### config.mk
export PLATFORM = sky130hd
export DESIGN_NAME = base64_stream_encoder
export DESIGN_NICKNAME = d
export VERILOG_FILES = /design/src/hdl/b64e_pkg.sv /design/src/hdl/b64e_front.sv /design/src/hdl/b64e_queue.sv /design/src/hdl/b64e_back.sv /design/src/hdl/base64_stream_encoder.sv
export VERILOG_INCLUDE_DIRS = /design/src /design/src/hdl
export SDC_FILE = /design/constraint.sdc
export NUM_CORES = 1
export LEC_CHECK = 0
export BUFFER_PORTS_ARGS = -buffer_cell sky130_fd_sc_hd__clkbuf_2
export CORE_UTILIZATION = 60
export DETAILED_ROUTE_END_ITERATION = 8
export PLACE_DENSITY_LB_ADDON = 0.2
export SETUP_SLACK_MARGIN = 0.05
export SYNTH_ARGS = -nofsm -noshare
export SYNTH_HDL_FRONTEND = slang
export SYNTH_HIERARCHICAL = 1
export SYNTH_SLANG_ARGS = --single-unit
### constraint.sdc
create_clock -name aclk -period 5.4 [get_ports aclk]
set_clock_uncertainty 0.05 [all_clocks]
set_input_delay 0.27 -clock aclk [delete_from_list [all_inputs] [get_ports aclk]]
set_output_delay 0.27 -clock aclk [all_outputs]
set_load 0.02 [all_outputs]
### src/hdl/base64_stream_encoder_macros.svh
// assertion helpers shared by the encoder modules
`ifndef BASE64_STREAM_ENCODER_MACROS_SVH
`define BASE64_STREAM_ENCODER_MACROS_SVH

// checked on every clock edge outside reset
`define B64E_ASSERT(lbl, prop, msg) \
    lbl: assert property (@(posedge aclk) disable iff (!aresetn) (prop)) else $error(msg);

// checked on every clock edge, reset included
`define B64E_ASSERT_ALWAYS(lbl, prop, msg) \
    lbl: assert property (@(posedge aclk) (prop)) else $error(msg);

`endif

### src/hdl/b64e_pkg.sv
package b64e_pkg;

    localparam logic [15:0] CHAR_LIMIT_RESET    = 16'hffff;
    localparam int          QUEUE_DEPTH_DEFAULT = 2;
    localparam logic [6:0]  PAD_CHAR            = 7'h3d;

    // register index as seen on paddr[2]
    localparam logic        CFG_IDX_CHAR_LIMIT  = 1'b0;

    // one encoded group, waiting to be serialised
    typedef struct packed {
        logic [3:0][6:0] chars;
        logic [2:0]      nkeep;
        logic            eom;
    } entry_t;

    function automatic logic [6:0] sextet_char(input logic [5:0] s);
        logic [6:0] c;
        if (s < 6'd26) begin
            c = 7'h41 + {1'b0, s};
        end else if (s < 6'd52) begin
            c = 7'h61 + {1'b0, s} - 7'd26;
        end else if (s < 6'd62) begin
            c = 7'h30 + {1'b0, s} - 7'd52;
        end else if (s == 6'd62) begin
            c = 7'h2b;
        end else begin
            c = 7'h2f;
        end
        return c;
    endfunction

endpackage

### src/hdl/b64e_front.sv
module b64e_front (
    input  logic                 aclk,
    input  logic                 aresetn,
    input  logic [15:0]          char_limit,
    input  logic                 in_fire,
    input  logic [7:0]           data_byte,
    input  logic                 has_byte,
    input  logic                 end_of_message,
    output logic                 push,
    output b64e_pkg::entry_t     push_entry
);

    logic [1:0]  phase_reg, phase_next;
    logic [15:0] held_reg, held_next;
    logic [15:0] count_reg, count_next;

    logic        grp_full;
    logic [1:0]  phase_after;
    logic [15:0] held_after;
    logic        emit;
    logic [7:0]  b0, b1, b2;
    logic [2:0]  nsext;
    logic [3:0][5:0] sext;
    logic [15:0] remaining;
    logic [2:0]  nkeep;

    always_comb begin
        grp_full    = has_byte && (phase_reg == 2'd2);
        phase_after = phase_reg;
        held_after  = held_reg;
        if (has_byte && phase_reg == 2'd0) begin
            phase_after = 2'd1;
            held_after  = {data_byte, 8'h00};
        end else if (has_byte && phase_reg == 2'd1) begin
            phase_after = 2'd2;
            held_after  = {held_reg[15:8], data_byte};
        end

        emit  = 1'b0;
        b0    = held_after[15:8];
        b1    = 8'h00;
        b2    = 8'h00;
        nsext = 3'd0;
        if (grp_full) begin
            emit  = 1'b1;
            b0    = held_reg[15:8];
            b1    = held_reg[7:0];
            b2    = data_byte;
            nsext = 3'd4;
        end else if (end_of_message && phase_after == 2'd1) begin
            emit  = 1'b1;
            nsext = 3'd2;
        end else if (end_of_message && phase_after == 2'd2) begin
            emit  = 1'b1;
            b1    = held_after[7:0];
            nsext = 3'd3;
        end

        sext[0] = b0[7:2];
        sext[1] = {b0[1:0], b1[7:4]};
        sext[2] = {b1[3:0], b2[7:6]};
        sext[3] = b2[5:0];
        for (int k = 0; k < 4; k++) begin
            push_entry.chars[k] = (3'(k) < nsext) ? b64e_pkg::sextet_char(sext[k])
                                                  : b64e_pkg::PAD_CHAR;
        end

        // characters beyond the limit are dropped, always from the tail
        remaining = (count_reg < char_limit) ? (char_limit - count_reg) : 16'd0;
        if (!emit) begin
            nkeep = 3'd0;
        end else if (remaining >= 16'd4) begin
            nkeep = 3'd4;
        end else begin
            nkeep = remaining[2:0];
        end
        push_entry.nkeep = nkeep;
        push_entry.eom   = end_of_message;
        push             = in_fire && (nkeep != 3'd0);

        phase_next = phase_reg;
        held_next  = held_reg;
        count_next = count_reg;
        if (in_fire) begin
            if (end_of_message || grp_full) begin
                phase_next = 2'd0;
                held_next  = 16'h0000;
            end else begin
                phase_next = phase_after;
                held_next  = held_after;
            end
            count_next = end_of_message ? 16'd0 : count_reg + {13'd0, nkeep};
        end
    end

    always_ff @(posedge aclk) begin
        if (!aresetn) begin
            phase_reg <= 2'd0;
            held_reg  <= 16'h0000;
            count_reg <= 16'd0;
        end else begin
            phase_reg <= phase_next;
            held_reg  <= held_next;
            count_reg <= count_next;
        end
    end

`include "base64_stream_encoder_macros.svh"

    `B64E_ASSERT(a_count_clear_at_eom, in_fire && end_of_message |=> count_reg == 16'd0, "character count not cleared at message end")

endmodule

### src/hdl/b64e_queue.sv
module b64e_queue #(
    parameter int DEPTH = b64e_pkg::QUEUE_DEPTH_DEFAULT
) (
    input  logic             aclk,
    input  logic             aresetn,
    input  logic             push,
    input  b64e_pkg::entry_t push_entry,
    input  logic             pop,
    output b64e_pkg::entry_t head,
    output logic             empty,
    output logic             full
);

    localparam int PW = (DEPTH > 1) ? $clog2(DEPTH) : 1;
    localparam int CW = $clog2(DEPTH + 1);

    b64e_pkg::entry_t slots [DEPTH];
    logic [PW-1:0] wr_ptr_reg, wr_ptr_next;
    logic [PW-1:0] rd_ptr_reg, rd_ptr_next;
    logic [CW-1:0] fill_reg, fill_next;

    always_comb begin
        wr_ptr_next = wr_ptr_reg;
        rd_ptr_next = rd_ptr_reg;
        fill_next   = fill_reg;
        if (push) begin
            wr_ptr_next = (wr_ptr_reg == PW'(DEPTH - 1)) ? '0 : wr_ptr_reg + 1'b1;
        end
        if (pop) begin
            rd_ptr_next = (rd_ptr_reg == PW'(DEPTH - 1)) ? '0 : rd_ptr_reg + 1'b1;
        end
        if (push && !pop) begin
            fill_next = fill_reg + 1'b1;
        end else if (pop && !push) begin
            fill_next = fill_reg - 1'b1;
        end
    end

    always_ff @(posedge aclk) begin
        if (!aresetn) begin
            wr_ptr_reg <= '0;
            rd_ptr_reg <= '0;
            fill_reg   <= '0;
        end else begin
            wr_ptr_reg <= wr_ptr_next;
            rd_ptr_reg <= rd_ptr_next;
            fill_reg   <= fill_next;
        end
    end

    always_ff @(posedge aclk) begin
        if (push) begin
            slots[wr_ptr_reg] <= push_entry;
        end
    end

    assign head  = slots[rd_ptr_reg];
    assign empty = (fill_reg == '0);
    assign full  = (fill_reg == CW'(DEPTH));

`include "base64_stream_encoder_macros.svh"

    `B64E_ASSERT(a_no_push_when_full, !(push && full), "push into a full group queue")
    `B64E_ASSERT(a_no_pop_when_empty, !(pop && empty), "pop from an empty group queue")
    `B64E_ASSERT_ALWAYS(a_fill_in_range, !aresetn || fill_reg <= CW'(DEPTH), "group queue fill count out of range")

endmodule

### src/hdl/b64e_back.sv
module b64e_back (
    input  logic             aclk,
    input  logic             aresetn,
    input  b64e_pkg::entry_t head,
    input  logic             empty,
    output logic             pop,
    output logic             m_tvalid,
    input  logic             m_tready,
    output logic [7:0]       m_tdata,
    output logic             m_tlast,
    output logic             m_tuser
);

    logic [1:0] idx_reg, idx_next;
    logic       valid_reg, valid_next;
    logic [6:0] char_reg, char_next;
    logic       last_reg, last_next;
    logic       done_reg, done_next;
    logic       load;
    logic       is_last;

    always_comb begin
        load       = !empty && (!valid_reg || m_tready);
        is_last    = ({1'b0, idx_reg} == head.nkeep - 3'd1);
        pop        = load && is_last;
        idx_next   = idx_reg;
        valid_next = valid_reg;
        char_next  = char_reg;
        last_next  = last_reg;
        done_next  = done_reg;
        if (load) begin
            valid_next = 1'b1;
            char_next  = head.chars[idx_reg];
            last_next  = is_last;
            done_next  = is_last && head.eom;
            idx_next   = is_last ? 2'd0 : idx_reg + 2'd1;
        end else if (m_tready) begin
            valid_next = 1'b0;
        end
    end

    always_ff @(posedge aclk) begin
        if (!aresetn) begin
            idx_reg   <= 2'd0;
            valid_reg <= 1'b0;
        end else begin
            idx_reg   <= idx_next;
            valid_reg <= valid_next;
        end
    end

    always_ff @(posedge aclk) begin
        char_reg <= char_next;
        last_reg <= last_next;
        done_reg <= done_next;
    end

    assign m_tvalid = valid_reg;
    assign m_tdata  = {1'b0, char_reg};
    assign m_tlast  = last_reg;
    assign m_tuser  = done_reg;

`include "base64_stream_encoder_macros.svh"

    `B64E_ASSERT(a_idx_within_group, !empty |-> {1'b0, idx_reg} < head.nkeep, "character index past the kept characters of the group")

endmodule

### src/hdl/base64_stream_encoder.sv
// Streaming base64 encoder (standard alphabet, '=' padding). Each input
// transaction carries at most one message byte (tuser = 1) and tlast marks the
// end of a message; a transaction with tuser = 0 and tlast = 1 ends a message
// without adding a byte. Every third byte, and any partial group at message end,
// turns into one group of four characters held in a small queue; the output side
// sends one character per cycle while m_tready is high, with tlast on the last
// character produced by an input transaction and tuser on the last one from the
// transaction that ends the message, if it yields any. Transactions are taken
// one per cycle while the group queue has room, so a burst of up to three bytes
// per free queue slot passes with no stall; sustained, the output register sets
// the rate. char_limit (APB, byte address 0) caps the characters sent per
// message, further characters are dropped silently, and it should be written
// only while no transaction is in flight. No clearing pass is needed after reset.
module base64_stream_encoder #(
    parameter int QUEUE_DEPTH = b64e_pkg::QUEUE_DEPTH_DEFAULT
) (
    input  logic        aclk,
    input  logic        aresetn,

    input  logic        s_tvalid,
    output logic        s_tready,
    input  logic [7:0]  s_tdata,   // [7:0] data_byte
    input  logic        s_tlast,   // end_of_message
    input  logic        s_tuser,   // [0] has_byte

    output logic        m_tvalid,
    input  logic        m_tready,
    output logic [7:0]  m_tdata,   // [6:0] out_char, [7] zero
    output logic        m_tlast,   // run_last
    output logic        m_tuser,   // [0] message_done

    input  logic        psel,
    input  logic        penable,
    input  logic        pwrite,
    input  logic [2:0]  paddr,
    input  logic [31:0] pwdata,
    output logic [31:0] prdata,
    output logic        pready
);

    logic [15:0]      char_limit_reg, char_limit_next;
    logic             in_fire;
    logic             push;
    logic             pop;
    logic             q_empty;
    logic             q_full;
    b64e_pkg::entry_t push_entry;
    b64e_pkg::entry_t head;

    assign pready   = 1'b1;
    assign s_tready = !q_full;
    assign in_fire  = s_tvalid && s_tready;

    always_comb begin
        char_limit_next = char_limit_reg;
        if (psel && penable && pwrite && pready
            && paddr[2] == b64e_pkg::CFG_IDX_CHAR_LIMIT) begin
            char_limit_next = pwdata[15:0];
        end
        prdata = 32'd0;
        if (paddr[2] == b64e_pkg::CFG_IDX_CHAR_LIMIT) begin
            prdata = {16'd0, char_limit_reg};
        end
    end

    always_ff @(posedge aclk) begin
        if (!aresetn) begin
            char_limit_reg <= b64e_pkg::CHAR_LIMIT_RESET;
        end else begin
            char_limit_reg <= char_limit_next;
        end
    end

    b64e_front u_front (
        .aclk           (aclk),
        .aresetn        (aresetn),
        .char_limit     (char_limit_reg),
        .in_fire        (in_fire),
        .data_byte      (s_tdata),
        .has_byte       (s_tuser),
        .end_of_message (s_tlast),
        .push           (push),
        .push_entry     (push_entry)
    );

    b64e_queue #(
        .DEPTH (QUEUE_DEPTH)
    ) u_queue (
        .aclk       (aclk),
        .aresetn    (aresetn),
        .push       (push),
        .push_entry (push_entry),
        .pop        (pop),
        .head       (head),
        .empty      (q_empty),
        .full       (q_full)
    );

    b64e_back u_back (
        .aclk     (aclk),
        .aresetn  (aresetn),
        .head     (head),
        .empty    (q_empty),
        .pop      (pop),
        .m_tvalid (m_tvalid),
        .m_tready (m_tready),
        .m_tdata  (m_tdata),
        .m_tlast  (m_tlast),
        .m_tuser  (m_tuser)
    );

endmodule
# After elaboration in Yosys (flattened, before gate mapping)
# Memories as Yosys holds them, arrays and structs flattened. A register that Yosys moved wholly into a read port is not among the register bits.
# Cells that the tools add are included.
# totals
regBits,66
ram_bits,64
inputBits,52
output_inout_bits,45
word_cells,153
mem_count,1
# memory_table
name,words,word_bits,rd,rd_clocked_by_memory_dff,wr,line,text
u_queue.slots,2,32,1,1,1,b64e_queue.sv:17,b64e_pkg::entry_t slots [DEPTH];
# op_classes
addsub,28
order_cmp,19
eq_ne,10
muxes,55
bitwise,1
reduce_logical,27
# op_table
op,count
$mux 7,17
$mux 16,5
$add 7x6->7 const A,8
$lt 6x6->1 const B,8
$mux 8,6
$add 6x6->7 const A,4
$sub 7x5->7 const B,4
$sub 7x6->7 const B,4
$eq 6x6->1 const B,4
$lt 6x5->1 const B,4
$mux 3,8
$add 16x3->16,1
$ge 16x3->1 const B,1
$lt 16x16->1,1
$sub 16x16->16,1
$logic_and 1x1->1,15
$bmux 7 s2,1
$mux 2,7
$mux 1,11
$eq 2x2->1 const B,3
$lt 1x3->1 const A,2
$lt 2x3->1 const A,2
$logic_not 1->1,5
$add 2x1->2 const B,2
11 further kinds,16

# Depth between registers and ports, before layout
# Gate-level depths: netlist of run 1.
# logic_depth
word_depth,16
ltp_mapped,18
mapped_depth_nobuf,18

# Hierarchy
# Netlist of run 1, hierarchy kept.
# by_module_without_submodules
mod,instances,cells_each,area_per_inst_um2,seq_area_each_um2
b64e_front,1,585,4270.3,680.7
b64e_queue,1,122,2528.7,2021.9
base64_stream_encoder,1,108,997.2,320.3
b64e_back,1,42,651.9,330.3

# Least setup slack after synthesis of run 1
# OpenSTA, ideal clock, no wires.
# synth_path
path_kind,reg-to-reg
start,reg char_limit_reg[0]
end,mem u_queue/slots[0][0] (netlist bit) (enable)
setup_time_ns,0.426
arrival_ns,4.166
required_time_ns,4.924
path_slack_ns,0.758
path_stages_with_launch,12
path_buffers,0
synth_period_minus_slack_ns,4.642
path_cell_list,dfxtp_1 > inv_1 > ha_1 > fa_1 > nor2b_1 > o31ai_2 > a211oi_1 > a211oi_1 > or4_1 > nor2b_1 > a311oi_1 > nor2b_1
# synth_between
elab_chain_cells,9
word_cells_on_any_way,10
cone_classes,add/sub: 1; order compare: 2; mux: 5; reduce/logical: 2
# synth_rtl
element,line,text
start: declaration,base64_stream_encoder.sv:41,"logic [15:0] char_limit_reg, char_limit_next;"
start signal: assignment,base64_stream_encoder.sv:68,char_limit_reg <= b64e_pkg::CHAR_LIMIT_RESET;
start signal: assignment,base64_stream_encoder.sv:70,char_limit_reg <= char_limit_next;
$sub 16x16->16 or $lt 16x16->1 (tied branches),b64e_front.sv:69,remaining = (count_reg < char_limit) ? (char_limit - count_reg) : 16'd0;
$mux 16 *,b64e_front.sv:69,
$ge 16x3->1,b64e_front.sv:72,end else if (remaining >= 16'd4) begin
$mux 3 *,b64e_front.sv:72,
$mux 3 *,b64e_front.sv:70,if (!emit) begin
$reduce_bool 3->1 *,b64e_front.sv:79,push = in_fire && (nkeep != 3'd0);
$logic_and 1x1->1 *,b64e_front.sv:79,
via push,base64_stream_encoder.sv:43,logic push;
$mux 1 *,b64e_queue.sv:52,if (push) begin
$mux 1 (not written as such) *,b64e_queue.sv:53,slots[wr_ptr_reg] <= push_entry;
end: declaration,b64e_queue.sv:17,
# Mark *: on every way through the listed nets, which the timed path passes. The rest lies on a longest branch.

==> results of run 1 <==
## power breakdown
part           total, W  switching, W  internal, W  leakage (nW)
Combinational  0.000271      0.000168     0.000103          2.07
Sequential      0.00110     0.0000180      0.00108          1.16
Clock           0.00106      0.000429     0.000633         0.261
Total           0.00243      0.000615      0.00182          3.49
## per-stage QoR
step	std cells	setup WS, ns	total power, W
floorplan	872	0.758	0.00132
detailed placement	1055	0.418	0.00139
finish	1087	0.524	0.00243
CTS	1087	0.386	0.00245
global placement	1055	0.588	0.00138
global route	1087	0.274	0.00252
## per-layer routing
layer | global-route usage | vias to the layer above | part of all wire
met1 | 0.426 | 3143 | 0.48
met5 | 0 | - | 0
li1 | - | 3146 | -
met2 | 0.415 | 275 | 0.42
met4 | 0.0779 | 0 | 0.015
met3 | 0.0599 | 31 | 0.084
## critical path, cell delays in order (launching register included)
cell,delay (ns)
sky130_fd_sc_hd__dfxtp_1,0.34
sky130_fd_sc_hd__inv_1,0.06
sky130_fd_sc_hd__ha_1,0.25
sky130_fd_sc_hd__fa_1,0.43
sky130_fd_sc_hd__xnor2_1,0.15
sky130_fd_sc_hd__a221oi_1,0.22
sky130_fd_sc_hd__nand3_1,0.13
sky130_fd_sc_hd__a2111oi_2,0.37
sky130_fd_sc_hd__o2111ai_1,0.18
sky130_fd_sc_hd__or4_1,0.58
sky130_fd_sc_hd__nor4b_2,0.43
sky130_fd_sc_hd__ha_1,0.27
sky130_fd_sc_hd__fa_1,0.22
sky130_fd_sc_hd__a21oi_1,0.09
sky130_fd_sc_hd__nor3_1,0.52
sky130_fd_sc_hd__nand4_1,0.21
sky130_fd_sc_hd__xnor2_1,0.20
sky130_fd_sc_hd__nor2_1,0.06
## layout by cell type, fill, tap and decap left out, types with 7 or more instances in the layout
cell,count
sky130_fd_sc_hd__a211oi_1,9
sky130_fd_sc_hd__a21oi_1,34
sky130_fd_sc_hd__a22oi_1,14
sky130_fd_sc_hd__and2_1,17
sky130_fd_sc_hd__and2b_2,7
sky130_fd_sc_hd__buf_4,8
sky130_fd_sc_hd__clkbuf_16,17
sky130_fd_sc_hd__clkbuf_2,60
sky130_fd_sc_hd__conb_1,18
sky130_fd_sc_hd__dfxtp_1,58
sky130_fd_sc_hd__edfxtp_1,73
sky130_fd_sc_hd__ha_1,41
sky130_fd_sc_hd__inv_1,50
sky130_fd_sc_hd__mux2_2,34
sky130_fd_sc_hd__mux2i_1,29
sky130_fd_sc_hd__nand2_1,56
sky130_fd_sc_hd__nand3_1,17
sky130_fd_sc_hd__nand4_1,8
sky130_fd_sc_hd__nor2_1,55
sky130_fd_sc_hd__nor2b_1,65
sky130_fd_sc_hd__nor3_1,12
sky130_fd_sc_hd__o211ai_1,8
sky130_fd_sc_hd__o21a_1,8
sky130_fd_sc_hd__o21ai_0,30
sky130_fd_sc_hd__o2bb2ai_1,7
sky130_fd_sc_hd__or3_1,9
sky130_fd_sc_hd__xnor2_1,27
sky130_fd_sc_hd__xor2_1,8
## cell families after synthesis
| family | after synthesis | share of synthesized area |
|---|---|---|
| other | 3 | 0.00133 |
| multiplexers | 72 | 0.101 |
| AND/OR/NAND/NOR | 281 | 0.180 |
| adder cells (fa/ha/maj) | 43 | 0.0655 |
| buffers and inverters | 112 | 0.0663 |
| XOR/XNOR | 35 | 0.0363 |
| AO/OA/AOI/OAI | 180 | 0.153 |
| flip-flops | 131 | 0.397 |
## worst paths after layout
kind	start	end	slack (ns)	depth (start not counted)
worst max register to register	char_limit_reg[0]	u_front/count_reg[14]	0.52	17
worst max-delay path	char_limit_reg[0]	u_front/count_reg[14]	0.52	17
worst min register to register	u_queue/fill_reg[1]	u_queue/fill_reg[1]	0.46	2
worst min-delay path	pwdata[3]	char_limit_reg[3]	0.06	3
## final cells by class
| cell class | instances | area share |
|---|---|---|
| clock buffer | 20 | 0.0471 |
| clock inverter | 12 | 0.0117 |
| inverter | 51 | 0.0207 |
| multi-input combinational | 629 | 0.496 |
| sequential | 131 | 0.362 |
| tap | 176 | 0.0238 |
| timing repair buffer | 68 | 0.0389 |
==> results.txt, run 1 <==
The number of pins exceeding their max-slew limit in the final report is 0. The total leakage power came out at 3.49 nW. The arrival time of data at the critical path endpoint is 5.12 ns.

The worst relative slew slack is 0.223. The number of nets in the finished design came out at 993. The number of enable flip-flop cells after synthesis came out at 73. The setup TNS after final layout is 0 ns.

The maximum number of pins on one net before global-route repair came out at 64. The insertion delay of the later-clocked pin in the worst-skew pair came out at 0.41 ns. The slew at the pin closest to its max-slew limit came out at 1.16 ns.

The number of DRC violations after detailed routing came out at 0. The CTS H-tree depth is 4. The root buffer cell chosen for the clock tree is sky130_fd_sc_hd__clkbuf_16. The number of antenna violations at the first check in global routing is 0.

The area occupied by registers came out at 0.00335 sq mm. The number of hold violations in the final report came out at 0. Each instance of the synthesized netlist takes up on average 9.86 sq um. The total number of placement rows is 42. The number of vias in the routed layout is 6,595. The die covers 0.0146 sq mm. The shortest period the worst path allows is 4.88 ns. The number of antenna cells inserted is 0. The number of buffers inserted for hold repair after clock tree synthesis came out at 0.

The area growth from synthesis to layout is 9.73%. The mean number of vias per cell came out at 6.07. The post-detailed-placement cell area came out at 0.00872 sq mm. After synthesis, the cell types taking the most area are sky130_fd_sc_hd__edfxtp_1 26%, sky130_fd_sc_hd__dfxtp_1 14%, sky130_fd_sc_hd__ha_1 6.1%. The count of buffers from port buffering came out at 60. The critical path is of the register to register type. Yosys printed 6 warnings.

The total of fill cells in the finished design came out at 1,056. The cell count after synthesis came out at 857. Dividing the final minimum period by the clock period gives 0.903.

After routing the design area is 0.00927 sq mm. The number of sinks driven by the clock tree came out at 131. The first detailed-routing pass ran for 5 iterations. The first-pass GRT wire length is 31,600 um. Static timing analysis puts the maximum clock frequency at 205 MHz. By count the netlist is led by 73 x sky130_fd_sc_hd__edfxtp_1, 66 x sky130_fd_sc_hd__nor2b_1, 58 x sky130_fd_sc_hd__dfxtp_1. The worst hold path class is input port to register. The clock-pin slew reported for the worst setup and hold paths after clock tree synthesis is 0.06 ns. The ratio of cells with drive above 1 in the final layout came out at 0.182. The cell area after technology mapping is 0.00845 sq mm. The number of setup buffers added after CTS is 0. STA classifies the critical path startpoint as a register. STA classifies the critical path endpoint as a register. The wire length per cell after detailed routing came out at 18.3 um. The register with the most flip-flops is u_queue/slots. At the end of routability-driven placement, the weighted congestion stood at 0.923.

The leading area contributor after synthesis is sky130_fd_sc_hd__edfxtp_1. The portion of synthesized cell area occupied by the leading cell type is 0.259. The maximum buffer depth of the clock tree is 2. The data required time of the worst path came out at 5.64 ns.

The run finished with clean final reports. In this run the worst path has a maximum fanout of 4. The most used flip-flop cell after synthesis is sky130_fd_sc_hd__edfxtp_1. The floorplan step set the die width to 121 um. The vertical extent of the die came out at 121 um. The post-cts resize count came out at 0. The core footprint came out at 0.0135 sq mm. The CTS tree is built. The fraction of the core area covered by cells at the end of the flow is 0.686. The number of max-cap violations is 0.

Setup repair after global routing left no endpoint under its margin. The effective utilization at floorplan came out at 0.626. The top-level I/O count came out at 97. The power density over cell area is 262 mW/mm^2. IR analysis of the VDD net gives a maximum drop of 0.252 mV. The via count of the first global-routing pass came out at 6,093. The estimated wirelength of the detail-placed design came out at 14,600 um. The distinct cell type count of the synthesized netlist came out at 83.

The total wirelength of the detailed-routed design is 19,900 um. The register area share after synthesis is 0.397. Across every metal layer, demand over resource in global routing totals 0.285. The number of flip-flops in the largest register came out at 64. The total congestion overflow came out at 0.

The most frequently used cell type in the post-synthesis netlist is sky130_fd_sc_hd__edfxtp_1. The share of flip-flops with an asynchronous set or reset came out at 0. The starting DRC count in detailed routing came out at 748. The number of buffers created by CTS came out at 17. Setup violations remaining at the end of the flow were counted as 0.

The total area of multi-input combinational cells came out at 0.00460 sq mm. The final hold slack is 0.0632 ns. The synthesized design contains 131 register bits.

In this run the remaining antenna-violating nets after routing total 0.
No activity file was read; power rests on OpenSTA's default activity.
==> inputs of run 2 (changes only) <==
==> constraint.sdc (replaced) <==
create_clock -name aclk -period 4.7 [get_ports aclk]
set_clock_uncertainty 0.05 [all_clocks]
set_input_delay 0.235 -clock aclk [delete_from_list [all_inputs] [get_ports aclk]]
set_output_delay 0.235 -clock aclk [all_outputs]
set_load 0.02 [all_outputs]
==> run 2 against run 1 <==
  * Final cell count rose by 0.64%
  * Clock power rose by 21%
  * First-iteration DRC count rose by 5.7%
  * Critical path depth rose by 2
  * Sequential power rose by 15%
  * Routed wire length rose by 1.5%
  * Critical path type unchanged
  * Critical endpoint unchanged
==> results.txt, run 2 (synthesis results as in run 1) <==
The maximum number of pins on one net before global-route repair came out at 43 (-33%). The total area of multi-input combinational cells was 0.00466 sq mm (+1.3%). The arrival time of data at the critical path endpoint came out at 4.58 ns (-0.54 ns).

The most common library cell in the layout ignoring fill and taps is sky130_fd_sc_hd__edfxtp_1. The setup TNS after final layout came out at 0 ns (unchanged). The total wirelength of the detailed-routed design came to 20,200 um (+1.5%). The number of antenna violations at the first check in global routing came out at 0 (unchanged). The wire length per cell after detailed routing is 18.4 um (+0.88%).

The number of failing setup endpoints in the final timing report came out at 0 (unchanged). The most critical setup path has its endpoint at u_front/count_reg[14]. The flow ran to the end, and the final reports show no timing, DRC or antenna violations.

The critical path launch point type is a register. The starting DRC count in detailed routing is 791 (+5.7%). The total congestion overflow is 0 (unchanged). In the layout the commonest cells are 73 x sky130_fd_sc_hd__edfxtp_1, 64 x sky130_fd_sc_hd__nor2b_1, 60 x sky130_fd_sc_hd__clkbuf_2, 57 x sky130_fd_sc_hd__dfxtp_1, 56 x sky130_fd_sc_hd__nand2_1. The die width is 121 um (unchanged). The most critical setup path has its startpoint at char_limit_reg[0]. The number of cells traversed by the worst register-to-register path came to 19 (+2). The core footprint was 0.0135 sq mm (unchanged). The number of hold violations in the final report is 0 (unchanged).

The total number of placement rows came to 42 (unchanged). The fraction of the core area covered by cells at the end of the flow came to 0.699 (+0.0123). The shortest period the worst path allows is 4.34 ns (-0.540 ns).

The maximum buffer depth of the clock tree came out at 2 (unchanged). Setup repair after global routing left no endpoint under its margin. The final instance area is 0.00944 sq mm (+1.8%). The area growth from synthesis to layout is 11.7%. The data required time of the worst path is 4.94 ns (-0.70 ns).

The total leakage power is 3.54 nW (+1.4%). The insertion delay of the later-clocked pin in the worst-skew pair came out at 0.42 ns (about the same). The mean number of vias per cell came to 6.05 (-0.22%). The ratio of cells with drive above 1 in the final layout is 0.206 (+0.0237). The maximum fanout along the worst path came out at 4 (unchanged). The worst setup path is of the register to register kind. The vertical extent of the die came out at 121 um (unchanged).

The worst relative slew slack came out at 0.230 (+0.00653). Ranked by flip-flop count, first place goes to u_queue/slots. The detailed-routing iteration count for the pre-antenna-repair pass came out at 5 (unchanged). The top-level I/O count came out at 97 (unchanged). The number of sinks driven by the clock tree came out at 131 (unchanged). The first-pass GRT wire length is 31,500 um (-0.31%). The post-detailed-route count of antenna-violating nets is 0 (unchanged).

The cell count of the worst hold path is 3 (unchanged). The estimated wirelength of the detail-placed design came out at 14,600 um (+0.30%). The beginning of the worst register-to-register path is char_limit_reg[0]. STA classifies the critical path endpoint as a register. The tightest min-delay check is of the input port to register type. The buffer cell driving the clock tree root is sky130_fd_sc_hd__clkbuf_16.

The effective utilization at floorplan was 0.626 (unchanged). The power density over cell area is 303 mW/mm^2 (+16%). The number of pins exceeding their max-slew limit in the final report is 0 (unchanged). The count of buffers from port buffering came to 60 (unchanged). The clock-pin slew reported for the worst setup and hold paths after clock tree synthesis came out at 0.06 ns (about the same). The number of antenna cells inserted is 0 (unchanged). The fmax came out at 231 MHz (+12%).

The worst vdd rail ir drop was 0.337 mV (+34%). The share of the clock period used by the worst path after layout is 0.922 (+0.0195). The post-detailed-placement cell area came out at 0.00880 sq mm (+0.89%). The number of DRC violations after detailed routing is 0 (unchanged). The number of vias in the routed layout came out at 6,623 (+0.42%). The slew at the pin closest to its max-slew limit is 1.15 ns (-0.00977 ns). The via count of the first global-routing pass is 6,067 (-0.43%). The placer's final routability congestion estimate came out at 0.901 (-2.3%). The number of buffers inserted for hold repair after clock tree synthesis came to 0 (unchanged). The number of buffers created by CTS came out at 17 (unchanged). The die area is 0.0146 sq mm (unchanged). The endpoint identified for the worst register-to-register timing path is u_front/count_reg[14].

The total of fill cells in the finished design is 990 (-6.3%). The CTS tree is built. The area occupied by registers came out at 0.00335 sq mm (about the same). The aggregate global-route resource usage is 0.285 (about the same). The number of nets in the finished design came out at 1,000 (+0.70%). The number of max-cap violations came out at 0 (unchanged). The number of flip-flops in the largest register is 64 (unchanged). The slack of the worst reg-to-reg path is 0.36 ns (-0.16 ns). The CTS H-tree depth was 4 (unchanged).
run 2: what timing repair did:
| action | 4_1_cts | 5_1_grt |
|---|---|---|
| setup endpoints to repair | 0 | 8 |
| buffers inserted | 0 | 0 |
| gates resized for setup | 0 | 16 |
run 2: power breakdown:
part / internal [W] / switching [W]
logic: 0.000123 / 0.000198
clock network: 0.000743 / 0.000535
registers: 0.00124 / 0.0000202
run 2: area by class of cell:
class,count,area share
Tap cell,176,0.0233
Timing Repair Buffer,75,0.0464
Clock inverter,14,0.0151
Sequential cell,131,0.355
Inverter,51,0.0203
Clock buffer,18,0.0455
Multi-Input combinational cell,629,0.494
run 2: worst min path at each step:
stage	from	endpoint	slack [ns]
after floorplan	aresetn	u_queue/wr_ptr_reg	0.30
after global placement	u_queue/fill_reg[1]	u_queue/fill_reg[1]	0.43
after detailed placement	u_queue/fill_reg[1]	u_queue/fill_reg[1]	0.45
after CTS	pwdata[8]	char_limit_reg[8]	0.02
after global routing	pwdata[5]	char_limit_reg[5]	0.03
final	pwdata[8]	char_limit_reg[8]	0.03
run 2: routing by layer:
metal / global-route usage / part of all wire / vias up / routed length, um
met5: 0 / 0 / - / 0
met4: 0.0965 / 0.015 / 0 / 298
met3: 0.0434 / 0.073 / 29 / 1480
met2: 0.409 / 0.43 / 255 / 8750
met1: 0.434 / 0.48 / 3158 / 9650
li1: - / - / 3181 / -
run 2: critical path, stage by stage, from the launching register on:
cell and delay [ns]:
sky130_fd_sc_hd__dfxtp_1 0.35, sky130_fd_sc_hd__inv_1 0.06, sky130_fd_sc_hd__ha_1 0.25, sky130_fd_sc_hd__fa_2 0.39, sky130_fd_sc_hd__xnor2_1 0.15, sky130_fd_sc_hd__a221oi_1 0.21, sky130_fd_sc_hd__nand3_1 0.16, sky130_fd_sc_hd__a2111oi_4 0.35
sky130_fd_sc_hd__o2111ai_2 0.16, sky130_fd_sc_hd__or4_4 0.54, sky130_fd_sc_hd__nor4b_2 0.22, sky130_fd_sc_hd__buf_4 0.16, sky130_fd_sc_hd__ha_1 0.19, sky130_fd_sc_hd__fa_2 0.23, sky130_fd_sc_hd__a21oi_1 0.08, sky130_fd_sc_hd__nor3_1 0.16
sky130_fd_sc_hd__buf_4 0.16, sky130_fd_sc_hd__nand4_1 0.11, sky130_fd_sc_hd__xnor2_1 0.17, sky130_fd_sc_hd__nor2_1 0.05
run 2: metrics by stage:
step / setup WS, ns / power, W / std cells / hold WS (ns)
global placement: 0.296 / 0.00159 / 1062 / 0.425
global route: 0.0673 / 0.00296 / 1094 / 0.0332
detailed placement: 0.234 / 0.00160 / 1062 / 0.446
CTS: 0.213 / 0.00287 / 1094 / 0.0153
finish: 0.364 / 0.00286 / 1094 / 0.0255
floorplan: 0.0576 / 0.00152 / 872 / 0.303
